$ cat src/rtl/stt_pkg.sv
// ----------------------------------------------------------------------------
// stt_pkg: shared types and constants of the source text tokeniser
// Token record, per-byte result bundle, token kinds and keyword table.
// ----------------------------------------------------------------------------
package stt_pkg;

  localparam int QUEUE_DEPTH = 2;

  localparam logic [4:0] KIND_NUMBER = 5'd0;
  localparam logic [4:0] KIND_IDENT  = 5'd1;
  localparam logic [4:0] KIND_ASSIGN = 5'd9;
  localparam logic [4:0] KIND_EQUAL  = 5'd10;
  localparam logic [4:0] KIND_PLUS   = 5'd17;
  localparam logic [4:0] KIND_MINUS  = 5'd18;
  localparam logic [4:0] KIND_STAR   = 5'd19;
  localparam logic [4:0] KIND_SLASH  = 5'd20;
  localparam logic [4:0] KIND_LBRACE = 5'd21;
  localparam logic [4:0] KIND_RBRACE = 5'd22;
  localparam logic [4:0] KIND_LPAREN = 5'd23;
  localparam logic [4:0] KIND_RPAREN = 5'd24;
  localparam logic [4:0] KIND_COMMA  = 5'd25;
  localparam logic [4:0] KIND_END    = 5'd26;
  localparam logic [4:0] KIND_ERROR  = 5'd27;

  localparam int KW_COUNT = 8;
  // keyword text packed first byte lowest
  localparam logic [63:0] KW_PACKED [KW_COUNT] = '{
    64'h0000_0074_6E69_7270,  // print
    64'h0000_0000_0000_6669,  // if
    64'h0000_0000_6573_6C65,  // else
    64'h0000_0065_6C69_6877,  // while
    64'h0000_0000_0000_6E66,  // fn
    64'h0000_6E72_7574_6572,  // return
    64'h0000_0000_6575_7274,  // true
    64'h0000_0065_736C_6166   // false
  };
  localparam logic [3:0] KW_LEN [KW_COUNT] = '{
    4'd5, 4'd2, 4'd4, 4'd5, 4'd2, 4'd6, 4'd4, 4'd5
  };
  localparam logic [4:0] KW_KIND [KW_COUNT] = '{
    5'd2, 5'd3, 5'd4, 5'd5, 5'd6, 5'd7, 5'd8, 5'd8
  };

  typedef enum logic [1:0] {
    MODE_IDLE     = 2'd0,
    MODE_NUMBER   = 2'd1,
    MODE_WORD     = 2'd2,
    MODE_OPERATOR = 2'd3
  } scan_mode_t;

  typedef struct packed {
    logic [4:0]  kind;
    logic [15:0] line;
    logic [15:0] column;
    logic [15:0] length;
    logic [7:0]  bad;
  } tok_t;

  typedef struct packed {
    logic [1:0]       count;
    tok_t [2:0]       tok;
  } bundle_t;

endpackage

$ cat src/rtl/stt_front.sv
// ----------------------------------------------------------------------------
// stt_front: scanner front end
// Accepts one byte a cycle while the queue is not full, updates the scan
// state and builds the bundle of up to three tokens that the byte causes.
// ----------------------------------------------------------------------------
module stt_front #(
  parameter int POSITION_BITS = 16,
  parameter int KEYWORD_BYTES = 6
) (
  input  logic              clk,
  input  logic              rst,
  input  logic [7:0]        char_byte,
  input  logic              final_byte,
  input  logic              in_valid,
  output logic              in_ready,
  input  logic              q_full,
  output logic              q_push,
  output stt_pkg::bundle_t  q_data
);

  localparam int P  = POSITION_BITS;
  localparam int KB = 8 * KEYWORD_BYTES;
  localparam logic [P-1:0] POS_MAX = {P{1'b1}};

  localparam logic [7:0] CH_NL    = 8'h0A;
  localparam logic [7:0] CH_CR    = 8'h0D;
  localparam logic [7:0] CH_TAB   = 8'h09;
  localparam logic [7:0] CH_SPACE = 8'h20;
  localparam logic [7:0] CH_EQ    = 8'h3D;

  stt_pkg::scan_mode_t mode, mode_next;
  logic [1:0]    pend, pend_next;
  logic [P-1:0]  line_cnt, line_cnt_next;
  logic [P-1:0]  col_cnt, col_cnt_next;
  logic [P-1:0]  start_col, start_col_next;
  logic [P-1:0]  run_len, run_len_next;
  logic [KB-1:0] kbuf, kbuf_next;
  logic          drain, drain_next;
  logic [1:0]    n_tok;
  stt_pkg::bundle_t bnd;
  logic          accept;

  function automatic logic [P-1:0] sat_inc(input logic [P-1:0] v);
    return (v == POS_MAX) ? v : v + P'(1);
  endfunction

  function automatic stt_pkg::tok_t make_tok(input logic [4:0] kind,
                                             input logic [P-1:0] ln,
                                             input logic [P-1:0] cl,
                                             input logic [P-1:0] len,
                                             input logic [7:0] bad);
    stt_pkg::tok_t t;
    t.kind   = kind;
    t.line   = 16'(ln);
    t.column = 16'(cl);
    t.length = 16'(len);
    t.bad    = bad;
    return t;
  endfunction

  function automatic logic [4:0] word_kind(input logic [P-1:0] rl, input logic [KB-1:0] kb);
    logic [4:0] k;
    k = stt_pkg::KIND_IDENT;
    for (int i = 0; i < stt_pkg::KW_COUNT; i++) begin
      if (rl == P'(stt_pkg::KW_LEN[i]) && 64'(kb) == stt_pkg::KW_PACKED[i]) begin
        k = stt_pkg::KW_KIND[i];
      end
    end
    return k;
  endfunction

  function automatic logic [4:0] single_kind(input logic [7:0] c);
    logic [4:0] k;
    case (c)
      8'h2B:   k = stt_pkg::KIND_PLUS;
      8'h2D:   k = stt_pkg::KIND_MINUS;
      8'h2A:   k = stt_pkg::KIND_STAR;
      8'h2F:   k = stt_pkg::KIND_SLASH;
      8'h7B:   k = stt_pkg::KIND_LBRACE;
      8'h7D:   k = stt_pkg::KIND_RBRACE;
      8'h28:   k = stt_pkg::KIND_LPAREN;
      8'h29:   k = stt_pkg::KIND_RPAREN;
      8'h2C:   k = stt_pkg::KIND_COMMA;
      default: k = stt_pkg::KIND_ERROR;
    endcase
    return k;
  endfunction

  always_comb begin
    logic       is_dig, is_alp, consumed, is_pair, stop;
    logic [1:0] pc;
    logic [4:0] sk;
    is_dig = (char_byte >= 8'h30) && (char_byte <= 8'h39);
    is_alp = ((char_byte >= 8'h61) && (char_byte <= 8'h7A)) ||
             ((char_byte >= 8'h41) && (char_byte <= 8'h5A));
    is_pair = 1'b1;
    case (char_byte)
      8'h3D:   pc = 2'd0;
      8'h21:   pc = 2'd1;
      8'h3C:   pc = 2'd2;
      8'h3E:   pc = 2'd3;
      default: begin
        pc = 2'd0;
        is_pair = 1'b0;
      end
    endcase
    sk = single_kind(char_byte);

    mode_next      = mode;
    pend_next      = pend;
    line_cnt_next  = line_cnt;
    col_cnt_next   = col_cnt;
    start_col_next = start_col;
    run_len_next   = run_len;
    kbuf_next      = kbuf;
    drain_next     = drain;
    n_tok          = 2'd0;
    bnd            = '0;
    consumed       = 1'b0;
    stop           = 1'b0;

    if (drain) begin
      stop = 1'b1;
      if (final_byte) begin
        drain_next = 1'b0;
      end
    end else begin
      if (mode == stt_pkg::MODE_NUMBER && is_dig) begin
        run_len_next = sat_inc(run_len);
        col_cnt_next = sat_inc(col_cnt);
        consumed = 1'b1;
      end else if (mode == stt_pkg::MODE_WORD && (is_alp || is_dig)) begin
        for (int i = 0; i < KEYWORD_BYTES; i++) begin
          if (run_len == P'(i)) begin
            kbuf_next[8*i +: 8] = kbuf[8*i +: 8] | char_byte;
          end
        end
        run_len_next = sat_inc(run_len);
        col_cnt_next = sat_inc(col_cnt);
        consumed = 1'b1;
      end else if (mode == stt_pkg::MODE_OPERATOR && char_byte == CH_EQ) begin
        bnd.tok[n_tok] = make_tok(stt_pkg::KIND_EQUAL + {2'b0, pend, 1'b0}, line_cnt,
                                  start_col, P'(2), 8'd0);
        n_tok = n_tok + 2'd1;
        col_cnt_next = sat_inc(col_cnt);
        mode_next = stt_pkg::MODE_IDLE;
        consumed = 1'b1;
      end else begin
        // flush the open token
        case (mode)
          stt_pkg::MODE_NUMBER: begin
            bnd.tok[n_tok] = make_tok(stt_pkg::KIND_NUMBER, line_cnt, start_col,
                                      run_len, 8'd0);
            n_tok = n_tok + 2'd1;
          end
          stt_pkg::MODE_WORD: begin
            bnd.tok[n_tok] = make_tok(word_kind(run_len, kbuf), line_cnt, start_col,
                                      run_len, 8'd0);
            n_tok = n_tok + 2'd1;
          end
          stt_pkg::MODE_OPERATOR: begin
            bnd.tok[n_tok] = make_tok(stt_pkg::KIND_ASSIGN + {2'b0, pend, 1'b0}, line_cnt,
                                      start_col, P'(1), 8'd0);
            n_tok = n_tok + 2'd1;
          end
          default: ;
        endcase
        mode_next = stt_pkg::MODE_IDLE;
      end

      if (!consumed) begin
        if (char_byte == CH_NL) begin
          line_cnt_next = sat_inc(line_cnt);
          col_cnt_next  = P'(1);
        end else if (char_byte == CH_SPACE || char_byte == CH_TAB || char_byte == CH_CR) begin
          col_cnt_next = sat_inc(col_cnt);
        end else if (is_dig || is_alp) begin
          mode_next      = is_dig ? stt_pkg::MODE_NUMBER : stt_pkg::MODE_WORD;
          start_col_next = col_cnt;
          run_len_next   = P'(1);
          kbuf_next      = KB'(char_byte);
          col_cnt_next   = sat_inc(col_cnt);
        end else if (is_pair) begin
          mode_next      = stt_pkg::MODE_OPERATOR;
          pend_next      = pc;
          start_col_next = col_cnt;
          col_cnt_next   = sat_inc(col_cnt);
        end else if (sk != stt_pkg::KIND_ERROR) begin
          bnd.tok[n_tok] = make_tok(sk, line_cnt, col_cnt, P'(1), 8'd0);
          n_tok = n_tok + 2'd1;
          col_cnt_next = sat_inc(col_cnt);
        end else begin
          bnd.tok[n_tok] = make_tok(stt_pkg::KIND_ERROR, line_cnt, col_cnt, P'(1),
                                    char_byte);
          n_tok = n_tok + 2'd1;
          stop = 1'b1;
          if (!final_byte) begin
            drain_next = 1'b1;
          end
        end
      end

      if (final_byte && !stop) begin
        case (mode_next)
          stt_pkg::MODE_NUMBER: begin
            bnd.tok[n_tok] = make_tok(stt_pkg::KIND_NUMBER, line_cnt_next, start_col_next,
                                      run_len_next, 8'd0);
            n_tok = n_tok + 2'd1;
          end
          stt_pkg::MODE_WORD: begin
            bnd.tok[n_tok] = make_tok(word_kind(run_len_next, kbuf_next), line_cnt_next,
                                      start_col_next, run_len_next, 8'd0);
            n_tok = n_tok + 2'd1;
          end
          stt_pkg::MODE_OPERATOR: begin
            bnd.tok[n_tok] = make_tok(stt_pkg::KIND_ASSIGN + {2'b0, pend_next, 1'b0},
                                      line_cnt_next, start_col_next, P'(1), 8'd0);
            n_tok = n_tok + 2'd1;
          end
          default: ;
        endcase
        bnd.tok[n_tok] = make_tok(stt_pkg::KIND_END, line_cnt_next, col_cnt_next,
                                  P'(0), 8'd0);
        n_tok = n_tok + 2'd1;
      end
    end

    // end of source: back to the reset state
    if (final_byte && !drain_next) begin
      mode_next      = stt_pkg::MODE_IDLE;
      pend_next      = 2'd0;
      line_cnt_next  = P'(1);
      col_cnt_next   = P'(1);
      start_col_next = P'(1);
      run_len_next   = P'(0);
      kbuf_next      = '0;
    end
    bnd.count = n_tok;
  end

  assign in_ready = !q_full;
  assign accept   = in_valid && in_ready;
  assign q_push   = accept && (n_tok != 2'd0);
  assign q_data   = bnd;

  always_ff @(posedge clk) begin
    if (rst) begin
      mode      <= stt_pkg::MODE_IDLE;
      pend      <= 2'd0;
      line_cnt  <= P'(1);
      col_cnt   <= P'(1);
      start_col <= P'(1);
      run_len   <= P'(0);
      kbuf      <= '0;
      drain     <= 1'b0;
    end else if (accept) begin
      mode      <= mode_next;
      pend      <= pend_next;
      line_cnt  <= line_cnt_next;
      col_cnt   <= col_cnt_next;
      start_col <= start_col_next;
      run_len   <= run_len_next;
      kbuf      <= kbuf_next;
      drain     <= drain_next;
    end
  end

endmodule

$ cat src/rtl/stt_queue.sv
// ----------------------------------------------------------------------------
// stt_queue: bundle queue
// Short register queue between scanner and token output stage.
// ----------------------------------------------------------------------------
module stt_queue (
  input  logic              clk,
  input  logic              rst,
  input  logic              push,
  input  stt_pkg::bundle_t  push_data,
  output logic              full,
  input  logic              pop,
  output stt_pkg::bundle_t  head,
  output logic              empty
);

  localparam int DEPTH = stt_pkg::QUEUE_DEPTH;
  localparam int AW    = (DEPTH > 1) ? $clog2(DEPTH) : 1;
  localparam int CW    = $clog2(DEPTH + 1);

  stt_pkg::bundle_t entry [DEPTH];
  logic [AW-1:0] wr_ptr, rd_ptr;
  logic [CW-1:0] fill;

  function automatic logic [AW-1:0] ptr_inc(input logic [AW-1:0] p);
    return (p == AW'(DEPTH - 1)) ? '0 : p + AW'(1);
  endfunction

  assign full  = (fill == CW'(DEPTH));
  assign empty = (fill == '0);
  assign head  = entry[rd_ptr];

  always_ff @(posedge clk) begin
    if (push) begin
      entry[wr_ptr] <= push_data;
    end
  end

  always_ff @(posedge clk) begin
    if (rst) begin
      wr_ptr <= '0;
      rd_ptr <= '0;
      fill   <= '0;
    end else begin
      if (push) begin
        wr_ptr <= ptr_inc(wr_ptr);
      end
      if (pop) begin
        rd_ptr <= ptr_inc(rd_ptr);
      end
      if (push && !pop) begin
        fill <= fill + CW'(1);
      end else if (pop && !push) begin
        fill <= fill - CW'(1);
      end
    end
  end

endmodule

$ cat src/rtl/stt_back.sv
// ----------------------------------------------------------------------------
// stt_back: token output stage
// Walks the head bundle one token per transfer and marks the last one.
// ----------------------------------------------------------------------------
module stt_back (
  input  logic              clk,
  input  logic              rst,
  input  stt_pkg::bundle_t  head,
  input  logic              q_empty,
  output logic              q_pop,
  output logic              out_valid,
  input  logic              out_ready,
  output logic [4:0]        token_kind,
  output logic [15:0]       token_line,
  output logic [15:0]       token_column,
  output logic [15:0]       token_length,
  output logic [7:0]        bad_byte,
  output logic              run_last
);

  logic [1:0] idx, idx_next;
  stt_pkg::tok_t cur;
  logic is_last;

  assign cur          = head.tok[idx];
  assign is_last      = (idx == head.count - 2'd1);
  assign out_valid    = !q_empty;
  assign token_kind   = cur.kind;
  assign token_line   = cur.line;
  assign token_column = cur.column;
  assign token_length = cur.length;
  assign bad_byte     = cur.bad;
  assign run_last     = is_last;
  assign q_pop        = out_valid && out_ready && is_last;

  always_comb begin
    idx_next = idx;
    if (out_valid && out_ready) begin
      idx_next = is_last ? 2'd0 : idx + 2'd1;
    end
  end

  always_ff @(posedge clk) begin
    if (rst) begin
      idx <= 2'd0;
    end else begin
      idx <= idx_next;
    end
  end

endmodule

$ cat src/rtl/source_text_tokenizer_core.sv
// ----------------------------------------------------------------------------
// source_text_tokenizer_core: streaming source text tokeniser
// Turns a byte stream into tokens with kind, line, column and length.
// ----------------------------------------------------------------------------
// Input channel: one source byte per transfer (char_byte) with final_byte on
// the last byte of a source. Output channel: one token per transfer; run_last
// marks the last token that a given input byte causes. A byte may cause no
// token (whitespace, the inside of a word) or up to three (open token, the
// byte's own token, end marker).
// The tokens of a byte are registered in the queue and offered in order,
// one per transfer. Throughput: one byte per cycle while each byte gives
// at most one token and the receiver is ready; a byte with more tokens
// holds the single token output port for one transfer per token.
// A two-entry queue parts scanner and output stage, so input is still taken
// while the receiver stalls, until both entries are full.
// Reset: synchronous, active high; line and column return to 1, the scanner
// to idle and the queue to empty. A final byte restores all but the queue.
// ----------------------------------------------------------------------------
module source_text_tokenizer_core #(
  parameter int POSITION_BITS = 16,
  parameter int KEYWORD_BYTES = 6
) (
  input  logic        clk,
  input  logic        rst,
  input  logic        in_valid,
  output logic        in_ready,
  input  logic [7:0]  char_byte,
  input  logic        final_byte,
  output logic        out_valid,
  input  logic        out_ready,
  output logic [4:0]  token_kind,
  output logic [15:0] token_line,
  output logic [15:0] token_column,
  output logic [15:0] token_length,
  output logic [7:0]  bad_byte,
  output logic        run_last
);

  logic             q_full, q_push, q_pop, q_empty;
  stt_pkg::bundle_t q_data, q_head;

  // scanner: classify each byte and build its token bundle
  stt_front #(
    .POSITION_BITS (POSITION_BITS),
    .KEYWORD_BYTES (KEYWORD_BYTES)
  ) u_front (
    .clk        (clk),
    .rst        (rst),
    .char_byte  (char_byte),
    .final_byte (final_byte),
    .in_valid   (in_valid),
    .in_ready   (in_ready),
    .q_full     (q_full),
    .q_push     (q_push),
    .q_data     (q_data)
  );

  // hold bundles while the receiver stalls
  stt_queue u_queue (
    .clk       (clk),
    .rst       (rst),
    .push      (q_push),
    .push_data (q_data),
    .full      (q_full),
    .pop       (q_pop),
    .head      (q_head),
    .empty     (q_empty)
  );

  // advance through the head bundle, one token per transfer
  stt_back u_back (
    .clk          (clk),
    .rst          (rst),
    .head         (q_head),
    .q_empty      (q_empty),
    .q_pop        (q_pop),
    .out_valid    (out_valid),
    .out_ready    (out_ready),
    .token_kind   (token_kind),
    .token_line   (token_line),
    .token_column (token_column),
    .token_length (token_length),
    .bad_byte     (bad_byte),
    .run_last     (run_last)
  );

endmodule
$ cat config.mk
export PLATFORM = sky130hd
export DESIGN_NAME = source_text_tokenizer_core
export DESIGN_NICKNAME = d
export VERILOG_FILES = /design/src/rtl/stt_pkg.sv /design/src/rtl/stt_front.sv /design/src/rtl/stt_queue.sv /design/src/rtl/stt_back.sv /design/src/rtl/source_text_tokenizer_core.sv
export SDC_FILE = /design/constraint.sdc
export NUM_CORES = 1
export LEC_CHECK = 0
export BUFFER_PORTS_ARGS = -buffer_cell sky130_fd_sc_hd__clkbuf_2
export CAP_MARGIN = 30
export CORE_MARGIN = 5
export CORE_UTILIZATION = 25
export DETAILED_ROUTE_END_ITERATION = 6
export PLACE_DENSITY_LB_ADDON = 0.3
export REMOVE_ABC_BUFFERS = 1
export SYNTH_ARGS = -nofsm -noshare
export SYNTH_HDL_FRONTEND = slang
export SYNTH_SLANG_ARGS = --single-unit
$ cat constraint.sdc
create_clock -name clk -period 28.8 [get_ports clk]
set_input_delay 5.76 -clock clk [delete_from_list [all_inputs] [get_ports clk]]
set_output_delay 5.76 -clock clk [all_outputs]
set_load 0.1 [all_outputs]
After elaboration in Yosys (flattened, before gate mapping)
Memories as Yosys holds them, arrays and structs flattened. A register that Yosys moved wholly into a read port is not among the register bits.
Index checks and enable logic that the tools add are counted.
{"block": "word_totals", "elab_cells": 322, "latchBits": 0, "romBits": 0, "ff_bits": 123, "mem_bits_rw": 370, "in_bits": 13, "out_inout_bits": 64, "n_memories": 1}
{"block": "classes", "n_div": 0, "shifts": 0, "bitwise": 6, "n_reduce_logical": 51, "magnitude_cmp": 13, "n_mux": 168, "n_addsub": 15, "n_eq_ne": 56, "mul": 0}
{"name": "u_queue.entry", "depth": 2, "width": 185, "read_ports": 1, "rd_clocked_by_memory_dff": 1, "wr": 1, "line_no": "stt_queue.sv:20", "source": "stt_pkg::bundle_t entry [DEPTH];"}
{"op": "183-bit two-way mux", "n": 11}
{"op": "183-bit bitwise mux", "n": 6}
{"op": "16-bit two-way mux", "n": 37}
{"op": "183-bit case mux with 3 select lines", "n": 1}
{"op": "61-bit two-way mux", "n": 8}
{"op": "48-bit two-way mux", "n": 9}
{"op": "61-bit demux with 2-bit select", "n": 3}
{"op": "48-bit by 39-bit equality test with 1-bit output, second input constant", "n": 6}
{"op": "48-bit by 15-bit equality test with 1-bit output, second input constant", "n": 4}
{"op": "48-bit by 31-bit equality test with 1-bit output, second input constant", "n": 4}
{"op": "61-bit case mux with 3 select lines", "n": 1}
{"op": "61-bit binary-select mux with 2-bit select", "n": 1}
{"op": "16-bit by 3-bit equality test with 1-bit output, second input constant", "n": 6}
{"op": "48-bit by 47-bit equality test with 1-bit output, second input constant", "n": 2}
{"op": "8-bit by 6-bit equality test with 1-bit output, second input constant", "n": 12}
{"op": "2-bit two-way mux", "n": 41}
{"op": "16-bit by 1-bit adder with 16-bit output, second input constant", "n": 3}
{"op": "16-bit equality test, second input constant", "n": 3}
{"op": "16-bit by 2-bit equality test with 1-bit output, second input constant", "n": 3}
{"op": "8-bit two-way mux", "n": 6}
{"op": "8-bit OR", "n": 6}
{"op": "4-bit case mux with 9 select lines", "n": 1}
{"op": "1-bit logical AND", "n": 33}
{"op": "1-bit two-way mux", "n": 27}
{"op": "30 further kinds", "n": 75}

Depth between registers and ports, before layout
Gate-level depths: netlist (run 1).
{"block": "logic_depth", "depth_word": 32, "depth_mapped": 24, "depth_no_buf": 18}

By module
From an unflattened synthesis (run 1), not the netlist that was laid out.
{"block": "unflattened", "cells_unflattened": 2688, "hier_area_um2": 27903.0}
{"module": "stt_queue", "seq_area_each_um2": 11210.8, "cells_each": 598, "instances": 1, "area_per_inst_um2": 14179.8}
{"module": "stt_front", "seq_area_each_um2": 2342.2, "cells_each": 1870, "instances": 1, "area_per_inst_um2": 12318.1}
{"module": "stt_back", "seq_area_each_um2": 40.0, "cells_each": 220, "instances": 1, "area_per_inst_um2": 1405.1}

Least setup slack after synthesis (run 1)
Ideal clock, no wire load.
{"block": "synth_path", "path_kind": "input to register", "from": "input char_byte[1]", "to": "memory u_queue.entry[0][0] (netlist name), enable pin", "setup_time_ps": 738, "required_ps": 28062, "arrival_ps": 17555, "path_buffers": 4, "path_slack_ps": 10507, "cell_stages": 19, "path_cell_list": "buf_2 or3_1 o221a_2 clkbuf_8 a21boi_1 clkbuf_1 o21ai_0 inv_1 clkbuf_1 ha_1 mux2i_1 inv_1 ha_1 o21a_1 ha_1 nand2_1 a21oi_1 o21a_1 nor2b_1"}
{"element": "from (decl)", "line_no": "source_text_tokenizer_core.sv:27", "source": "input logic [7:0] char_byte,"}
{"element": "to (decl)", "line_no": "stt_queue.sv:20"}

==> summary.txt, run 1 <==
Power and ir drop
  – Sw Share: 40.2%
  – Share of total power in sequential cells: between 30% and 40%
  – Peak VDD IR: a little over 0.00005 V
  – Sw power: 0.947 mW
  – Power density cells: 81.1 nW/um^2
  – LEAKAGE: between 9 and 10 nW
  – Comb pwr share: 33.6%
  – Clock Power Share: 29.4%
  – Int Power: around 1.4 mW

STA
  – Rel. slew slack: 24.5%
  – Slew Viols, Final: 0
  – Final hold vios: 0
  – PnR worst setup slack: 16.16 ns
  – RSZ-0062 raised after global routing: false
  – Worst-Margin Slew: 1.13 ns
  – Hold Worst Slack: 0.475 ns
  – Setup TNS Final: 0 ns
  – Final setup violation count: 0
  – Fin crit period: ~13 ns
  – Period utilization: between 40% and 50%
  – Max Clock Freq: 0.0791 GHz
  – Post-Route Skew: roughly 0.034 ns

Route
  – Drt pass-1 iters: 5
  – Average wire per standard cell: 21.8 um
  – Post-route ant nets: 0
  – Total vias in the final route: 20.5k
  – Final wirelength: approximately 84 mm
  – Vias per Instance: 5.30
  – Residual DRC count: 0
  – Detailed Route Iter0 Violations: roughly 1.9k

Critical path
  – Cells on worst reg2reg path: 21
  – Worst Setup Path Type: primary input to flip-flop
  – Worst EP arrival: approximately 13 ns
  – Critical path launch point type: primary input
  – Crit-path max FO: 66
  – CP endpoint kind: flip-flop
  – Critical Path RT: around 29 ns

Global route
  – M3 GR Usage: 2.99%
  – Initial antenna violation count: 0
  – Vias in the first global route: 19.8k
  – Largest net degree at the start of global routing: 174
  – All-layer global routing usage: 15.0%
  – Met2 Use GR: 25.3%
  – Total congestion overflow: 0
  – First-pass GRT wire length: 127 mm
  – Met1 usage: around a fifth
  – Most Crowded Layer GR: met2

Cells and area
  – Number of antenna diodes: 0
  – Post-Route Utilization: 28.6%
  – Layout cells sized above 1: 12.8%
  – Total Nets Final: 2,483
  – Synth-to-Final Area Change: 13.7%

Flow run
  – MaxCap Viol Count: 0

Clock tree
  – Sink Count: around 480
  – Worst-path clk slew: 0.06 ns
  – H-tree depth reported by CTS: 2
  – Maximum clock insertion buffer count: 3
  – CTS Buf Count: 53
  – Post-CTS Resized: 0
  – # hold bufs at CTS: 0
  – CTS root buf: clkbuf_16
  – Post-CTS Setup Bufs: 0
  – CTS tree: done
  – Clock Latency Late Sink: between 0.6 and 0.7 ns

Placed design
  – Routability congestion estimate: 0.943
  – Pre-CTS WS: 15.27 ns
  – Detailed Place HPWL: 56.7 mm
  – Port bufs: 76

Logic synthesis
  – Mapped Avg Cell Area: 10.3 um^2
  – Sequential area share after synthesis: 51.3%
  – Post-synth EDFFs: between 300 and 400
  – Cell count after synthesis: 2,471
  – Post-synth top flop: edfxtp_1
  – Synth Register Bits: about 480
  – Number of distinct library cells after synthesis: 98
  – Synth warnings: 0
  – Synth Cell Area: 25,600 um^2
  – Ys async rst share: 0%

Die
  – Starting density of the core: 25.1%
  – Core area: 102,000 um^2
  – Die X: 330 um
  – Die area: 109,000 um^2
  – Io pins: 77
  – # rows: ~120
  – DIE HEIGHT: 330 um

Outcome
  – Status: finished, final reports clean

Hold path
  – Worst Hold Class: flip-flop to flip-flop
  – Hold depth: 1
critical path: stages:
cell and delay [ns]:
clkbuf_2 0.31, or2_1 0.44, o221a_2 0.43, a21boi_1 0.16, buf_4 0.24, o21ai_1 0.09, buf_4 0.24, inv_1 0.70
ha_1 0.37, mux2i_1 0.46, inv_1 0.09, ha_1 0.29, o21a_1 0.22, ha_1 0.28, nand2_1 0.04, a21oi_1 0.26
o21a_1 0.26, and2_4 0.73, buf_4 0.71, buf_4 0.29, buf_16 0.30
placed cells by master, fill, tap and decap left out, types with 16 or more instances in the layout:
cell	count
mux2i_1	69
nor2b_1	29
a211oi_1	37
buf_4	41
clkbuf_2	76
o22ai_1	63
nor2_1	303
mux4_2	61
nand2_1	181
clkbuf_16	54
clkbuf_1	20
edfxtp_1	354
nand2b_1	23
ha_1	16
or3_1	28
a21oi_1	175
nand4_1	39
a32oi_1	20
nor4_1	39
nand3_1	84
xnor2_1	23
a22oi_1	95
inv_1	85
o21ai_0	63
dfxtp_1	120
and2_1	36
nor3_1	55
and3_1	25
through the flow:
step / instances / instance area (um^2) / total power [mW]
3_3_place_gp: 3760 / 27200 / 1.69
5_1_grt: 3866 / 29100 / 2.46
4_1_cts: 3864 / 29000 / 2.39
2_1_floorplan: 2277 / 24700 / 1.51
3_5_place_dp: 3765 / 27200 / 1.70
6_report: 3866 / 29100 / 2.36
cell usage after synthesis, types with 9 or more instances:
cell / n / area, um^2
ha_1: 16 / 200
a31oi_1: 16 / 100
nor3_1: 57 / 285
o22ai_1: 63 / 394
mux2i_1: 69 / 691
buf_1: 12 / 45.0
clkbuf_8: 10 / 138
a32oi_1: 20 / 175
or3_1: 28 / 175
a2111oi_0: 13 / 114
edfxtp_1: 354 / 10600
a21oi_1: 175 / 876
or4_1: 13 / 97.6
xor2_1: 11 / 96.3
inv_1: 85 / 319
o21ai_0: 65 / 325
mux4_2: 61 / 1370
nor2b_1: 30 / 188
a211oi_1: 37 / 278
nor2_1: 305 / 1140
a21o_1: 12 / 90.1
dfxtp_1: 124 / 2480
xnor2_1: 23 / 201
nand3_1: 84 / 420
nand2_1: 182 / 683
o31ai_1: 9 / 67.6
clkbuf_1: 160 / 601
nor4_1: 39 / 244
nand2b_1: 23 / 144
or2_2: 12 / 75.1
and2_1: 37 / 231
and3_1: 25 / 156
a22oi_1: 95 / 713
nand4_1: 39 / 244
cell type report:
type	count	area, um^2
clock buffer	81	1510
clock inverter	18	269
fill	10600	72700
inverter	85	319
multi-input combinational	1714	11300
sequential	478	13100
tap	1368	1710
timing repair buffer	122	798
sequential cells by signal (all words and copies together), names as in the netlist, 16 cells and up, named ones only:
| signal | count |
|---|---|
| u_front.start_col | 16 |
| u_front.col_cnt | 16 |
| u_queue.entry | 354 |
| u_front.line_cnt | 16 |
| u_front.kbuf | 48 |
| u_front.run_len | 16 |
final timing paths:
path	to	slack [ns]	startpoint
max reg2reg	u_queue.entry[1][131]	20.97	u_front.mode[0]
min	u_front.kbuf[47]	0.47	u_front.kbuf[47]
min reg2reg	u_front.kbuf[47]	0.47	u_front.kbuf[47]
max	u_queue.entry[1][131]	16.16	char_byte[2]
layer usage:
layer,vias to the layer above,wire length (um)
met3,151,5560
met1,10200,35800
met4,0,2410
met5,-,0
met2,749,40700
li1,9342,-
power by group through the flow:
stage / combinational, mW / sequential (mW) / clock (mW)
after floorplan: 0.603 / 0.911 / 0
after global placement: 0.805 / 0.883 / 0
after detailed placement: 0.810 / 0.886 / 0
after CTS: 0.810 / 0.871 / 0.710
after global routing: 0.838 / 0.877 / 0.740
final: 0.792 / 0.869 / 0.694
kinds of logic after synthesis:
| family | synth area share, % |
|---|---|
| AOI/OAI and AO/OA | 15.3 |
| adders and majority gates | 0.822 |
| and+or+nand+nor | 18.6 |
| buffers and inverters | 4.64 |
| xor gates and xnor gates | 1.16 |
| DFF | 51.3 |
| muxes | 8.21 |
Note: power is estimated with default switching activity, not from simulation.
==> run 2: changes to the inputs <==
Clock period 28.8 ns to 10.2 ns, I/O delays scaled along.
==> summary.txt, run 2 (synthesis results as in run 1) <==
Clock tree
  – Clock Latency Late Sink: 0.62 ns
  – CTS Buf Count: 53
  – # hold bufs at CTS: 0
  – H-tree depth reported by CTS: 2
  – Post-CTS Setup Bufs: 0
  – Maximum clock insertion buffer count: 3
  – Sink Count: 478
  – Post-CTS Resized: 0
  – CTS tree: done
  – CTS root buf: clkbuf_16
  – Worst-path clk slew: 0.06 ns

Route
  – Post-route ant nets: 0
  – Vias per Instance: 5.24
  – Average wire per standard cell: 21.7 um
  – Drt pass-1 iters: 5
  – Detailed Route Iter0 Violations: 1,937
  – Total vias in the final route: 20.3k
  – Final wirelength: 83.8 mm
  – Residual DRC count: 0

Critical path
  – Crit-path max FO: 57
  – Critical path launch point type: primary input
  – Critical Path RT: 10.47 ns
  – CP endpoint kind: flip-flop
  – Reg2reg start: u_front.mode[0]
  – Worst Setup Path Type: primary input to flip-flop
  – Origin of the worst setup path: char_byte[2]
  – Worst EP arrival: between 7 and 8 ns

Die
  – Starting density of the core: 25.1%
  – Die area: around 110,000 um^2
  – # rows: about 120
  – DIE HEIGHT: roughly 330 um
  – Die X: around 330 um
  – Io pins: 77
  – Core area: 102,000 um^2

Placed design
  – Port bufs: 76
  – Post-DP Area: 27,300 um^2
  – Pre-CTS WS: 1.94 ns
  – Routability congestion estimate: 0.961
  – Detailed Place HPWL: ~57 mm

Power and ir drop
  – Peak VDD IR: 0.000161 V
  – Pwr Total: 6.63 mW
  – Power density cells: 228 nW/um^2
  – LEAKAGE: 9.35 nW

STA
  – PnR worst setup slack: 2.56 ns
  – Hold Worst Slack: 0.484 ns
  – Final setup violation count: 0
  – Worst-Margin Slew: approximately 1.1 ns
  – Slew Viols, Final: 0
  – RSZ-0062 raised after global routing: false
  – Fin crit period: ~7.6 ns
  – Post-Route Skew: between 0.02 and 0.03 ns
  – Final hold vios: 0
  – Period utilization: 74.9%
  – Rel. slew slack: 23.7%
  – Max Clock Freq: 0.131 GHz

Cells and area
  – Synth-to-Final Area Change: 13.8%
  – Total Nets Final: 2,487
  – Top flop regs: u_queue.entry (354), u_front.kbuf (48)
  – Largest register FFs: between 300 and 400
  – Final instance area: 29,100 um^2
  – Layout cells sized above 1: between 10% and 20%
  – Post-Route Utilization: 28.6%
  – Most frequent cells in the layout: 354 x edfxtp_1, 303 x nor2_1, 181 x nand2_1
  – Biggest register: u_queue.entry
  – Fillers: 10.7k
  – Number of antenna diodes: 0
  – Most common cell after layout, fill and taps aside: edfxtp_1

Outcome
  – Status: finished, final reports clean

Global route
  – Vias in the first global route: 19.7k
  – Initial antenna violation count: 0
  – First-pass GRT wire length: 127 mm
  – All-layer global routing usage: roughly 15%
  – Largest net degree at the start of global routing: 106
  – Total congestion overflow: 0

Flow run
  – MaxCap Viol Count: 0

Hold path
  – Worst Hold Class: flip-flop to flip-flop
  – Worst hold start: u_front.kbuf[35]
==> run 2: cell type report <==
class,count,area [um^2],share of cell area (%)
Tap cell,1368,1710,5.88
Timing Repair Buffer,126,848,2.92
Clock inverter,35,375,1.29
Sequential cell,478,13100,45.1
Multi-Input combinational cell,1714,11300,38.9
Clock buffer,64,1400,4.80
Inverter,85,319,1.10
==> run 2: per-layer routing <==
metal  vias up  GRT usage (%)  routed length [um]
met5         -              0                   0
li1       9364              -                   -
met1     10100           20.3               36600
met4         0           4.06                1940
met2       685           25.2               40500
met3       133           2.24                4770
==> run 2: final timing paths <==
check        slack (ns)  cells past startpoint               endpoint
max                2.56                     18  u_queue.entry[1][105]
min                0.48                      2       u_front.kbuf[35]
max reg2reg        3.50                     18  u_queue.entry[1][105]
min reg2reg        0.48                      2       u_front.kbuf[35]
==> run 2: where the power goes <==
group | internal [mW] | switching [mW]
logic | 0.471 | 1.79
registers | 2.35 | 0.0781
clock network | 1.13 | 0.807
==> run 2: critical path: stages <==
cell	delay (ns)
clkbuf_2	0.29
or2_1	0.42
o221a_2	0.43
a21boi_1	0.21
o21ai_1	0.09
buf_4	0.27
inv_1	0.71
ha_1	0.36
mux2i_1	0.48
inv_1	0.09
ha_1	0.29
o21a_1	0.22
ha_1	0.28
nand2_1	0.04
a21oi_1	0.26
o21a_1	0.26
and2_4	0.64
buf_12	0.38
==> run 2: stage by stage <==
stage               TNS [ns]  std cells
detailed placement         0       3770
finish                     0       3870
floorplan           -1077.60       2277
CTS                        0       3869
global placement           0       3768
global route               0       3870
==> run 3: changes to the inputs <==
Clock period 10.2 ns to 7.35 ns, I/O delays scaled along.
==> summary.txt, run 3 (synthesis results as in run 1) <==
Critical path
  – R2R Path End: u_queue.entry[0][33]
  – Crit-path max FO: 22
  – R2R Setup Slk: approximately 1.7 ns
  – Critical Path RT: 7.78 ns
  – CP endpoint kind: flip-flop
  – Reg2reg start: u_front.mode[0]
  – Critical path launch point type: primary input
  – Worst EP arrival: around 6.4 ns
  – Worst Setup Path Type: primary input to flip-flop
  – Cells on worst reg2reg path: 19

Power and ir drop
  – Power density cells: 318 nW/um^2
  – LEAKAGE: 9.45 nW
  – Pwr Total: 9.30 mW
  – Peak VDD IR: 0.000212 V

Die
  – DIE HEIGHT: 330 um
  – Die X: 330 um
  – # rows: 117
  – Io pins: 77
  – Core area: 102,000 um^2
  – Starting density of the core: 25.1%
  – Die area: 109,000 um^2

Outcome
  – Status: finished, final reports clean

Clock tree
  – Sink Count: 478
  – CTS tree: done
  – Worst-path clk slew: about 0.06 ns
  – Post-CTS Resized: 0
  – H-tree depth reported by CTS: 2
  – Clock Latency Late Sink: 0.63 ns
  – # hold bufs at CTS: 0
  – Maximum clock insertion buffer count: 3
  – Post-CTS Setup Bufs: 0
  – CTS Buf Count: 54
  – CTS root buf: clkbuf_16

Route
  – Drt pass-1 iters: 6
  – Residual DRC count: 0
  – Average wire per standard cell: 21.8 um
  – Final wirelength: 84.5 mm
  – Post-route ant nets: 0
  – Detailed Route Iter0 Violations: 1,953
  – Total vias in the final route: roughly 20k
  – Vias per Instance: 5.21

STA
  – Setup TNS Final: 0 ns
  – Hold Worst Slack: 0.493 ns
  – RSZ-0062 raised after global routing: false
  – Period utilization: 80.8%
  – Final setup violation count: 0
  – Fin crit period: a little under 6 ns
  – Post-Route Skew: around 0.021 ns
  – Final hold vios: 0
  – Slew Viols, Final: 0
  – Worst-Margin Slew: 1.06 ns
  – Max Clock Freq: 0.168 GHz
  – Rel. slew slack: between 20 and 30%
  – PnR worst setup slack: 1.41 ns

Placed design
  – Placed Cells: 3,780
  – Detailed Place HPWL: between 50 and 60 mm
  – Post-DP Area: 27,300 um^2
  – Port bufs: 76
  – Routability congestion estimate: slightly above 0.9
  – Pre-CTS WS: 0.821 ns

Cells and area
  – Synth-to-Final Area Change: 14.4%
  – Largest register FFs: 354
  – Biggest register: u_queue.entry
  – Top flop regs: u_queue.entry (354), u_front.kbuf (48)
  – Total Nets Final: around 2.5k
  – Layout cells sized above 1: ~14%
  – Most frequent cells in the layout: 354 x edfxtp_1, 303 x nor2_1, 181 x nand2_1
  – Fillers: 10.6k
  – Number of antenna diodes: 0
  – Layout Cells excl Fill: 3,884
  – Post-Route Utilization: between 20 and 30%
  – Most common cell after layout, fill and taps aside: edfxtp_1
  – Final instance area: about 30,000 um^2

Global route
  – First-pass GRT wire length: 127 mm
  – Initial antenna violation count: 1
  – Largest net degree at the start of global routing: 97
  – All-layer global routing usage: 15.0%
  – Total congestion overflow: 0
  – Vias in the first global route: 19.8k

Flow run
  – MaxCap Viol Count: 0

Hold path
  – Worst hold start: u_front.kbuf[35]
  – Worst Hold Class: flip-flop to flip-flop
  – WHS Endpoint: u_front.kbuf[35]
  – Hold depth: 2
[run 3: cell count changes in the layout (fill, tap and decap cells not counted), sizes merged]
cell / before / now
buf: 50 / 62
inv: 87 / 88
clkbuf: 140 / 141
[run 3: critical path: stages]
cell and delay, ns:
clkbuf_2 0.25, or3_1 0.47, o221a_2 0.40, a21boi_1 0.21, o21ai_1 0.11, inv_1 0.27, ha_1 0.28, mux2i_1 0.15
buf_4 0.17, inv_1 0.05, ha_1 0.27, o21a_1 0.22, ha_1 0.35, o21ai_2 0.18, buf_4 0.31, nand2b_1 0.60
a21oi_1 0.38, a21oi_1 0.06, o21ai_0 0.14
[run 3: how the worst max path moves through the flow]
stage	cells after the start	to	startpoint
after CTS	18	u_queue.entry[1][162]	char_byte[1]
after global routing	19	u_queue.entry[0][33]	char_byte[1]
after detailed placement	18	u_queue.entry[1][162]	char_byte[1]
after global placement	18	u_queue.entry[1][168]	char_byte[3]
final	19	u_queue.entry[0][33]	char_byte[1]
after floorplan	15	u_queue.entry[0][0]	char_byte[4]
[run 3: metal layers]
layer	global-route usage [%]	up-vias	part of all wire [%]
li1	-	9379	-
met1	20.1	10000	44
met2	25.5	721	48
met3	2.38	149	5.6
met4	4.02	0	2.7
met5	0	-	0
[run 3: layout make-up]
class / count / area [um^2] / area share [%]
timing repair buffer: 137 / 928 / 3.18
tap: 1368 / 1710 / 5.85
inverter: 85 / 319 / 1.09
sequential: 478 / 13100 / 44.9
clock inverter: 36 / 390 / 1.34
multi-input combinational: 1714 / 11300 / 38.7
clock buffer: 66 / 1460 / 4.99
[run 3: power by group]
part	internal, mW	switching (mW)	leakage, nW
clock	1.63	1.16	0.899
sequential	3.27	0.156	4.44
combinational	0.652	2.43	4.11
